$ cat src/rtl/core/segment_window_index_translate_assert.svh
// assertion macros for the segment window translator
`ifndef SEGMENT_WINDOW_INDEX_TRANSLATE_ASSERT_SVH
`define SEGMENT_WINDOW_INDEX_TRANSLATE_ASSERT_SVH

`ifndef SYNTH

// property holds at every rising clock edge outside reset
`define SWIT_ASSERT(label, clk, rst_n, prop, msg) \
  label: assert property (@(posedge clk) disable iff (!rst_n) (prop)) else $error(msg);

// antecedent implies consequent in the same cycle
`define SWIT_ASSERT_IMPL(label, clk, rst_n, ante, cons, msg) \
  label: assert property (@(posedge clk) disable iff (!rst_n) (ante) |-> (cons)) \
    else $error(msg);

`else

`define SWIT_ASSERT(label, clk, rst_n, prop, msg)
`define SWIT_ASSERT_IMPL(label, clk, rst_n, ante, cons, msg)

`endif

`endif

$ cat src/rtl/core/swit_pkg.sv
`default_nettype none

package swit_pkg;

  localparam int unsigned SEG_W  = 32;
  localparam int unsigned SIZE_W = 32;
  localparam int unsigned IDX_W  = 48;
  localparam int unsigned SUM_W  = IDX_W + 1;

  typedef enum logic [1:0] {
    OP_BEGIN  = 2'd0,
    OP_ADD    = 2'd1,
    OP_HASH   = 2'd2,
    OP_UNHASH = 2'd3
  } op_e;

  typedef enum logic [2:0] {
    ST_OK      = 3'd0,
    ST_UNINIT  = 3'd1,
    ST_BADPOS  = 3'd2,
    ST_UNKNOWN = 3'd3,
    ST_FULL    = 3'd4
  } status_e;

  typedef struct packed {
    op_e               op;
    logic [SEG_W-1:0]  segment_id;
    logic [SIZE_W-1:0] segment_size;
    logic [IDX_W-1:0]  local_index;
    logic [IDX_W-1:0]  global_index;
  } in_item_t;

  typedef struct packed {
    status_e          status;
    logic [SEG_W-1:0] result_segment;
    logic [IDX_W-1:0] result_local;
    logic [IDX_W-1:0] result_global;
    logic [IDX_W-1:0] total_positions;
    logic             loopy;
  } out_item_t;

endpackage

`default_nettype wire

$ cat src/rtl/core/segment_window_index_translate.sv
`default_nettype none
// Segment window index translator.
// Command channel: item_i is taken at a rising edge with start high and busy low.
// Ops: begin window, add child segment, hash (segment, local -> global) and
// unhash (global -> segment, local). Each item gives exactly one result on
// res_o, marked by res_valid_o for one cycle; the receiver cannot stall it.
// Begin, add and any item rejected up front (no window open, unhash position
// out of range) return in the cycle after acceptance, and busy stays low, so
// such items can be issued back to back.
// Hash and unhash walk the stored entries with one comparator, one entry per
// cycle from a registered-read table: a matching entry moves on to the final
// add/subtract step, and an unknown segment returns after the last entry.
// Busy is high during the walk and the final add/subtract step.
// Reset closes the window: no entries, total zero, loopy clear. The table
// contents need no clearing since only entries below the count are read.
module segment_window_index_translate
  import swit_pkg::*;
#(
  parameter int unsigned MAX_SEGMENTS = 16
) (
  input  logic      clk_i,
  input  logic      rst_ni,
  input  logic      start,
  output logic      busy,
  input  in_item_t  item_i,
  output logic      res_valid_o,
  output out_item_t res_o
);

  localparam int unsigned AW = (MAX_SEGMENTS > 1) ? $clog2(MAX_SEGMENTS) : 1;
  localparam int unsigned CW = $clog2(MAX_SEGMENTS + 1);

  localparam logic [1:0] S_IDLE = 2'd0;
  localparam logic [1:0] S_SCAN = 2'd1;
  localparam logic [1:0] S_CALC = 2'd2;

  logic [SEG_W-1:0] ids_mem  [MAX_SEGMENTS];
  logic [IDX_W-1:0] ends_mem [MAX_SEGMENTS];

  logic [1:0]       state_q, state_d;
  logic [AW-1:0]    ptr_q, ptr_d;
  logic [CW-1:0]    count_q, count_d;
  logic [SEG_W-1:0] win_seg_q, win_seg_d;
  logic             init_q, init_d;
  logic             loopy_q, loopy_d;
  logic [IDX_W-1:0] total_q, total_d;
  logic             valid_q, valid_d;

  in_item_t         req_q, req_d;
  out_item_t        res_q, res_d;
  logic [IDX_W-1:0] prev_end_q, prev_end_d;
  logic [IDX_W-1:0] hit_end_q, hit_end_d;
  logic [SEG_W-1:0] hit_seg_q, hit_seg_d;
  logic [SEG_W-1:0] rd_id_q;
  logic [IDX_W-1:0] rd_end_q;

  logic             accept;
  logic             wr_en;
  logic [AW-1:0]    wr_addr;
  logic [SEG_W-1:0] wr_id;
  logic [IDX_W-1:0] wr_end;
  logic [AW-1:0]    rd_addr;
  logic [SUM_W-1:0] add_sum;
  logic [SUM_W-1:0] calc_sum;
  logic             scan_last;
  logic             scan_hit;

  assign busy    = (state_q != S_IDLE);
  assign accept  = start && !busy;
  assign add_sum = SUM_W'(total_q) + SUM_W'(item_i.segment_size);
  // base plus local: the position is legal when this stays below the entry end
  assign calc_sum  = SUM_W'(prev_end_q) + SUM_W'(req_q.local_index);
  assign scan_last = ((CW'(ptr_q) + CW'(1)) == count_q);
  assign scan_hit  = (req_q.op == OP_HASH) ? (rd_id_q == req_q.segment_id)
                                           : (req_q.global_index < rd_end_q);

  always_comb begin
    state_d    = state_q;
    ptr_d      = ptr_q;
    count_d    = count_q;
    win_seg_d  = win_seg_q;
    init_d     = init_q;
    loopy_d    = loopy_q;
    total_d    = total_q;
    valid_d    = 1'b0;
    req_d      = req_q;
    prev_end_d = prev_end_q;
    hit_end_d  = hit_end_q;
    hit_seg_d  = hit_seg_q;
    wr_en      = 1'b0;
    wr_addr    = count_q[AW-1:0];
    wr_id      = item_i.segment_id;
    wr_end     = add_sum[IDX_W-1:0];
    res_d      = '0;
    res_d.status = ST_OK;

    unique case (state_q)
      S_IDLE: begin
        if (accept) begin
          req_d = item_i;
          unique case (item_i.op)
            OP_BEGIN: begin
              valid_d   = 1'b1;
              loopy_d   = 1'b0;
              init_d    = 1'b1;
              win_seg_d = item_i.segment_id;
              count_d   = CW'(1);
              total_d   = IDX_W'(item_i.segment_size);
              wr_en     = 1'b1;
              wr_addr   = '0;
              wr_end    = IDX_W'(item_i.segment_size);
            end
            OP_ADD: begin
              valid_d = 1'b1;
              if (!init_q) begin
                res_d.status = ST_UNINIT;
              end else if (item_i.segment_id == win_seg_q) begin
                loopy_d = 1'b1;
              end else if (count_q == CW'(MAX_SEGMENTS)) begin
                res_d.status = ST_FULL;
              end else if (add_sum[IDX_W]) begin
                res_d.status = ST_FULL;
              end else begin
                wr_en   = 1'b1;
                count_d = count_q + CW'(1);
                total_d = add_sum[IDX_W-1:0];
              end
            end
            OP_HASH: begin
              if (!init_q) begin
                valid_d      = 1'b1;
                res_d.status = ST_UNINIT;
              end else begin
                state_d    = S_SCAN;
                ptr_d      = '0;
                prev_end_d = '0;
              end
            end
            OP_UNHASH: begin
              if (!init_q) begin
                valid_d      = 1'b1;
                res_d.status = ST_UNINIT;
              end else if (item_i.global_index >= total_q) begin
                valid_d      = 1'b1;
                res_d.status = ST_BADPOS;
              end else begin
                state_d    = S_SCAN;
                ptr_d      = '0;
                prev_end_d = '0;
              end
            end
            default: begin
              state_d = S_IDLE;
            end
          endcase
        end
      end
      S_SCAN: begin
        if (scan_hit) begin
          hit_end_d = rd_end_q;
          hit_seg_d = rd_id_q;
          state_d   = S_CALC;
        end else if (scan_last) begin
          // only a hash can run off the end: unhash is range checked up front
          valid_d      = 1'b1;
          res_d.status = ST_UNKNOWN;
          state_d      = S_IDLE;
        end else begin
          prev_end_d = rd_end_q;
          ptr_d      = ptr_q + AW'(1);
        end
      end
      S_CALC: begin
        valid_d = 1'b1;
        state_d = S_IDLE;
        if (req_q.op == OP_HASH) begin
          if (calc_sum >= SUM_W'(hit_end_q)) begin
            res_d.status = ST_BADPOS;
          end else begin
            res_d.result_global = calc_sum[IDX_W-1:0];
          end
        end else begin
          res_d.result_segment = hit_seg_q;
          res_d.result_local   = req_q.global_index - prev_end_q;
        end
      end
      default: begin
        state_d = S_IDLE;
      end
    endcase

    res_d.total_positions = total_d;
    res_d.loopy           = loopy_d;
    rd_addr               = ptr_d;
  end

  always_ff @(posedge clk_i or negedge rst_ni) begin
    if (!rst_ni) begin
      state_q   <= S_IDLE;
      ptr_q     <= '0;
      count_q   <= '0;
      win_seg_q <= '0;
      init_q    <= 1'b0;
      loopy_q   <= 1'b0;
      total_q   <= '0;
      valid_q   <= 1'b0;
    end else begin
      state_q   <= state_d;
      ptr_q     <= ptr_d;
      count_q   <= count_d;
      win_seg_q <= win_seg_d;
      init_q    <= init_d;
      loopy_q   <= loopy_d;
      total_q   <= total_d;
      valid_q   <= valid_d;
    end
  end

  always_ff @(posedge clk_i) begin
    req_q      <= req_d;
    res_q      <= res_d;
    prev_end_q <= prev_end_d;
    hit_end_q  <= hit_end_d;
    hit_seg_q  <= hit_seg_d;
  end

  // entry table, one write and one registered read per cycle
  always_ff @(posedge clk_i) begin
    if (wr_en) begin
      ids_mem[wr_addr]  <= wr_id;
      ends_mem[wr_addr] <= wr_end;
    end
    rd_id_q  <= ids_mem[rd_addr];
    rd_end_q <= ends_mem[rd_addr];
  end

  assign res_valid_o = valid_q;
  assign res_o       = res_q;

`include "segment_window_index_translate_assert.svh"

  `SWIT_ASSERT(a_count_bound, clk_i, rst_ni, count_q <= CW'(MAX_SEGMENTS), "entry count overran table")
  `SWIT_ASSERT_IMPL(a_scan_in_range, clk_i, rst_ni, state_q == S_SCAN, (CW'(ptr_q) < count_q) && init_q, "scan pointer past stored entries")
  `SWIT_ASSERT_IMPL(a_result_source, clk_i, rst_ni, res_valid_o, $past(accept) || ($past(state_q) == S_SCAN) || ($past(state_q) == S_CALC), "result without a pending item")
  `SWIT_ASSERT_IMPL(a_total_closed, clk_i, rst_ni, !init_q, (total_q == '0) && (count_q == '0), "closed window holds positions")

endmodule

`default_nettype wire
$ cat config.mk
export PLATFORM = sky130hd
export DESIGN_NAME = segment_window_index_translate
export DESIGN_NICKNAME = d
export VERILOG_FILES = /design/src/rtl/core/swit_pkg.sv /design/src/rtl/core/segment_window_index_translate.sv
export VERILOG_INCLUDE_DIRS = /design/src /design/src/rtl/core
export SDC_FILE = /design/constraint.sdc
export NUM_CORES = 2
export LEC_CHECK = 0
export BUFFER_PORTS_ARGS = -buffer_cell sky130_fd_sc_hd__buf_4
export CAP_MARGIN = 20
export CORE_UTILIZATION = 50
export DETAILED_ROUTE_END_ITERATION = 16
export PLACE_DENSITY = 0.77
export SLEW_MARGIN = 25
export SYNTH_ARGS = -nofsm -noshare
export SYNTH_HDL_FRONTEND = slang
export SYNTH_SLANG_ARGS = --single-unit
$ cat constraint.sdc
create_clock -name clk_i -period 8.6 [get_ports clk_i]
set_input_delay 0.86 -clock clk_i [delete_from_list [all_inputs] [get_ports clk_i]]
set_output_delay 0.86 -clock clk_i [all_outputs]
set_load 0.02 [all_outputs]
# Yosys cells after proc, flatten, opt, wreduce, memory -nomap -nowiden
# Memory sizes are Yosys's and may differ from the RTL's. A register that Yosys moved wholly into a read port is not among the register bits.
# Index checks and enable logic that the tools add are counted.
[totals]
elab_cells = 151
in_bits = 165
n_memories = 2
latch_bits = 0
mem_bits_ro = 0
mem_bits_rw = 1280
register_bits = 532
[classes]
multipliers = 0
addsub = 6
n_lt_le_gt_ge = 3
n_eq_ne = 22
muxes = 79
n_reduce_logical = 16
bitwise_logic = 2
shifts = 0
div_mod_pow = 0
[mem_list]
columns = ["name", "depth", "word_bits", "read_ports", "rd_ports_with_merged_regs", "wr", "line_no", "source"]
rows = [
  ["ends_mem", 16, 48, 1, 1, 1, "segment_window_index_translate.sv:38", "logic [IDX_W-1:0] ends_mem [MAX_SEGMENTS];"],
  ["ids_mem", 16, 32, 1, 1, 1, "segment_window_index_translate.sv:37", "logic [SEG_W-1:0] ids_mem [MAX_SEGMENTS];"],
]
[ops]
columns = ["cell", "count"]
rows = [
  ["two-way mux 48 bit", 15],
  ["case mux 48 bit (2 select lines)", 3],
  ["equality test 32 bit", 2],
  ["adder 48 x 32 -> 49 bit", 1],
  ["adder 48 x 48 -> 49 bit", 1],
  [">= comparator 49 x 48 -> 1 bit", 1],
  [">= comparator 48 bit", 1],
  ["< comparator 48 bit", 1],
  ["subtractor 48 bit", 1],
  ["two-way mux 4 bit", 9],
  ["two-way mux 2 bit", 12],
  ["two-way mux 1 bit", 20],
  ["two-way mux 5 bit", 4],
  ["case mux 3 bit (3 select lines)", 2],
  ["case mux 4 bit (2 select lines)", 2],
  ["two-way mux 3 bit", 5],
  ["inequality test 2 bit (second input constant)", 7],
  ["inequality test 3 bit (second input constant)", 4],
  ["case mux 5 bit (2 select lines)", 1],
  ["equality test 2 bit (second input constant)", 4],
  ["case mux 2 bit (2 select lines)", 2],
  ["AND reduction 8 bit", 1],
  ["AND reduction 7 bit", 1],
  ["case mux 1 bit (3 select lines)", 2],
  ["18 further kinds", 26],
]

# Depth between registers and ports, before layout
[depth]
ltp_word = 10
ltp_mapped = 25

# Worst setup path before layout
# OpenSTA, ideal clock, no wires.
[synth_path]
path_type = "input to register"
startpoint = "in item_i[96] in the netlist's numbering"
endpoint = "mem ends_mem[0][0] (enable)"
setup_ps = 629
slack_ps = -1332
t_required_ps = 7971
path_stages = 12
arrival_time_ps = 9303
cell_sequence = "ha_1 -> fa_1 -> a21o_1 -> a21oi_1 -> o21ai_1 -> a21oi_1 -> a21oi_1 -> a2111oi_2 -> o21bai_1 -> a311oi_2 -> nand2_1 -> o21ai_0"
[synth_via]
elab_chain_len = 10
[synth_rtl]
columns = ["element", "line_no", "source"]
rows = [
  ["start: declaration", "segment_window_index_translate.sv:25", "input in_item_t item_i,"],
  ["adder 48 x 32 -> 49 bit", "segment_window_index_translate.sv:70", "assign add_sum = SUM_W'(total_q) + SUM_W'(item_i.segment_size);"],
  ["two-way mux 1 bit", "segment_window_index_translate.sv:121", "end else if (add_sum[IDX_W]) begin"],
  ["two-way mux 1 bit", "segment_window_index_translate.sv:119", "end else if (count_q == CW'(MAX_SEGMENTS)) begin"],
  ["two-way mux 1 bit", "segment_window_index_translate.sv:117", "end else if (item_i.segment_id == win_seg_q) begin"],
  ["two-way mux 1 bit", "segment_window_index_translate.sv:115", "if (!init_q) begin"],
  ["case mux 1 bit (2 select lines)", "segment_window_index_translate.sv:101", "unique case (item_i.op)"],
  ["two-way mux 1 bit", "segment_window_index_translate.sv:99", "if (accept) begin"],
  ["two-way mux 1 bit", "segment_window_index_translate.sv:97", "unique case (state_q)"],
  ["two-way mux 1 bit", "segment_window_index_translate.sv:229", "if (wr_en) begin"],
  ["two-way mux 1 bit (implied by the code)", "segment_window_index_translate.sv:231", "ends_mem[wr_addr] <= wr_end;"],
  ["end: declaration", "segment_window_index_translate.sv:38", ""],
]
# No other way between the ends.

# Final worst setup path
[layout_path]
startpoint = "reg prev_end_q[1]"
endpoint = "reg res_q, in the netlist res_o[86]"
[layout_via]
elab_chain_len = 3
[layout_rtl]
columns = ["element", "line_no", "source"]
rows = [
  ["start: declaration", "segment_window_index_translate.sv:51", "logic [IDX_W-1:0] prev_end_q, prev_end_d;"],
  ["start signal: assignment", "segment_window_index_translate.sv:222", "prev_end_q <= prev_end_d;"],
  ["adder 48 x 48 -> 49 bit", "segment_window_index_translate.sv:72", "assign calc_sum = SUM_W'(prev_end_q) + SUM_W'(req_q.local_index);"],
  ["net calc_sum[35]", "segment_window_index_translate.sv:64", "logic [SUM_W-1:0] calc_sum;"],
  [">= comparator 49 x 48 -> 1 bit", "segment_window_index_translate.sv:177", "if (calc_sum >= SUM_W'(hit_end_q)) begin"],
  ["OR reduction 3 bit (no line)", "--", ""],
  ["end signal: assignment", "segment_window_index_translate.sv:221", "res_q <= res_d;"],
  ["end: declaration", "segment_window_index_translate.sv:50", "out_item_t res_q, res_d;"],
]
# The timed path passes the listed nets, and every way through them passes these cells.
# A chain may end at the register's enable or synchronous reset.

==> reports/metrics.csv <==
stage,metric,value,unit
status,status,"finished, final reports clean",
layout,Sequential Area,0.05374,sq mm
timing,Slew Limit Fails,0,
layout,share of cells above drive strength 1,0.1275,
timing,worst slew pin tran,1.105,ns
placed_design,worst slack after detailed placement,1.451,ns
placed_design,dpl hpwl,132.6,mm
logic_synthesis,Synthesis Warnings,0,
critical_path,CP max stage delay,0.75,ns
critical_path,kind of cell adding the most delay to the critical path,compound AO/OA/AOI/OAI gates,
critical_path,"Data arrival, critical path",7.87,ns
grt,vias in the first global route,49390,
detailed_routing,DRT iter0 DRCs,6070,
cts,CTS tree,done,
layout,most frequent cells in the layout,"edfxtp_1 (1538), nand2_1 (592), a21oi_1 (492)",
critical_path,crit path max fanout,43,
min_path,hold crit path type,in2reg,
floorplanning,Die X,398.8,um
cts,hold_buf cts,1,
critical_path,cells along the critical path,"ha_1, a21o_1, a21oi_1, o21ai_0, a211oi_1, buf_4, o311ai_0, a21oi_1, o21ai_0, a41oi_1, o21a_1, xnor2_1, ha_1, a21o_1, a21oi_1, o21ai_0, nand3_1, nand4b_1, a2111oi_0, o21a_1, o311a_1, buf_4, nand3_1, a31oi_1",
detailed_routing,total length of routed wires,219.5,mm
placed_design,input/output buffers,346,
detailed_routing,DRT Pass-1 Iters,6,
cts,CTS Buf Count,183,
detailed_routing,Antenna Nets Post-Route,0,
critical_path,cell count along the critical path,24,
timing,fin crit period,7.129,ns
timing,Worst Skew,0.03379,ns
cts,Worst-path clk slew,0.07,ns
detailed_routing,Residual DRC,0,
power,Peak VDD IR,0.4524,mV
cts,Clock Root Buffer,clkbuf_16,
detailed_routing,Vias,51320,
critical_path,crit end category,flip-flop,
floorplanning,Initial Util,0.5039,
power,Pleak,34.60,nW
grt,Total Routing Usage GR,0.2709,
power,Pwr Density,385.0,mW/mm^2
cts,clock sinks,1892,
cts,Post-CTS Resized,0,
logic_synthesis,register bit total from synthesis,1892,
logic_synthesis,post-synthesis async set-or-reset flop share,0.04968,
detailed_routing,routed len/inst,26.42,um
timing,setup_tns,0,ns
timing,Final WS setup,1.471,ns
timing,Final setup viols,0,
logic_synthesis,Syn Std Cell Area,0.07871,sq mm
logic_synthesis,"EDFF count, synth",1538,
grt,largest net degree at the start of global routing,243,
floorplanning,core area,0.1562,sq mm
grt,initial antenna violation count,14,
critical_path,reg2reg setup slack,1.47,ns
cts,postcts setup bufs,0,
floorplanning,Std-Cell Rows,145,
timing,period utilisation layout,0.8289,
logic_synthesis,Synth cell types,77,
timing,RSZ-0062 raised after global routing,false,
flow_run,Max Cap Viol,0,
critical_path,crit path buf inv count,2,
logic_synthesis,"Avg Cell Area, Syn",13.68,sq um
min_path,WHS Path Cells,1,
cts,H-Tree Depth,4,
critical_path,CP required,9.35,ns
layout,area of the multi-input gates,0.02320,sq mm
timing,Slew Limit Headroom,0.2630,
logic_synthesis,Gate Count Post-Synth,5752,
grt,total grt overflow,0,
floorplanning,Die Ht,398.8,um
cts,Clock Latency Late Sink,0.84,ns
cts,CTS max path bufs,3,
detailed_routing,via density per instance,6.178,
timing,final hold vios,0,
layout,"most common cell after layout, fill and taps aside",edfxtp_1,
critical_path,kind of critical path,reg2reg,
logic_synthesis,Synth Flop Type,edfxtp_1,
layout,Final #Nets,6520,
layout,fillers,11830,
critical_path,Reg2Reg Depth,24,
timing,fmax,0.1403,GHz
layout,area delta synth->final,14.87,%
logic_synthesis,Mapped Nets,6193,
floorplanning,I/O pin count,347,
grt,global-route wire length before repair,318.7,mm
floorplanning,area of the die,0.1590,sq mm
critical_path,"Slowest-stage cell, CP",o311ai_0,
critical_path,critical path launch point type,flip-flop,
placed_design,gpl congestion,0.9596,
logic_synthesis,sequential element share of the synthesized area,0.6827,
==> cell usage after synthesis (10+ instances only) <==
library cell	n	share of area
o21ai_0	119	0.0076
nand2_1	594	0.028
and4_1	49	0.0055
and2_1	41	0.0033
or3_1	14	0.0011
dfrtp_1	94	0.030
buf_1	11	0.00052
a2bb2oi_1	10	0.0011
a211oi_1	21	0.0020
edfxtp_1	1538	0.59
a21oi_1	496	0.032
nand2b_1	25	0.0020
inv_1	236	0.011
a22oi_1	11	0.0010
ha_1	273	0.043
dfxtp_1	260	0.066
a21o_1	103	0.0098
nor3_1	36	0.0023
o21ai_1	12	0.00076
buf_2	25	0.0016
a31oi_1	24	0.0019
o221ai_1	10	0.0011
a221oi_1	329	0.037
or4_1	87	0.0083
clkbuf_1	265	0.013
mux2i_1	322	0.041
xor2_1	79	0.0088
and3_1	15	0.0012
nor2_1	202	0.0096
o21bai_1	17	0.0016
nand4_1	49	0.0039
o211ai_1	21	0.0020
o21a_1	23	0.0022
nor2b_1	32	0.0025
xnor2_1	117	0.013
o22ai_1	19	0.0015
o31ai_1	11	0.0010
nor4_1	18	0.0014
nand3_1	60	0.0038
==> final timing paths <==
kind	startpoint	endpoint
max in group asynchronous	rst_ni	total_q[7]
min	item_i[83]	req_q[83]
min reg2reg	rd_end_q[35]	hit_end_q[35]
max	prev_end_q[1]	res_o[86]
min in group asynchronous	rst_ni	win_seg_q[6]
max reg2reg	prev_end_q[1]	res_o[86]
==> routing by layer <==
layer,global-route usage,vias up,part of all wire
li1,-,22590,-
met1,0.3752,25470,0.40
met2,0.4274,2853,0.47
met3,0.04931,398,0.10
met4,0.09996,8,0.035
met5,0,-,0.00028
==> where the power goes <==
part	switching, W	leakage [nW]	internal, W
clock network	0.00352	3.08	0.00483
logic	0.00892	14.2	0.00468
registers	0.000799	17.3	0.0121
==> registers in the layout, indices dropped and copies added (netlist names) <==
register,count
ends_mem,768
ids_mem,512
res_o,180
req_q,130
hit_end_q,48
prev_end_q,48
rd_end_q,48
total_q,48
hit_seg_q,32
rd_id_q,32
win_seg_q,32
count_q,5
ptr_q,4
state_q,2
init_q,1
loopy_q,1
res_valid_o,1
==> cell type report <==
| cell class | instances | area share |
|---|---|---|
| clock buffers | 241 | 0.05624 |
| diodes | 7 | 0.0001937 |
| flip-flops and latches | 1892 | 0.5944 |
| repair buffers | 444 | 0.04046 |
| inverters | 237 | 0.009977 |
| multi-input cells | 3321 | 0.2566 |
| well taps | 2058 | 0.02848 |
| clock inverters | 107 | 0.01369 |
==> logic make-up (layout without fill, tap and decap cells) <==
group	after synthesis	in the layout	synth area share
AO/OA/AOI/OAI	1282	1282	0.1087
XOR/XNOR	197	197	0.02202
adder cells (fa/ha/maj)	276	276	0.04416
buffers and inverters	539	1029	0.02615
flip-flops	1892	1892	0.6827
multiplexers	323	323	0.04109
other	0	7	0
AND/OR/NAND/NOR	1243	1243	0.07517
==> metrics by stage <==
stage                     hold slack (ns)  power [W]  area, sq um  utilization  instances
after floorplan                    0.4082    0.02180        78730            -       5752
after global placement             0.4185    0.02589        83980       0.5376       7948
after detailed placement           0.4199    0.02621        83990       0.5377       7949
after CTS                          0.1553    0.03458        90320       0.5782       8298
after global routing               0.1856    0.03636        90410       0.5788       8302
final                              0.2051    0.03481        90420       0.5788       8307
Power figures use the tool's default switching activity.
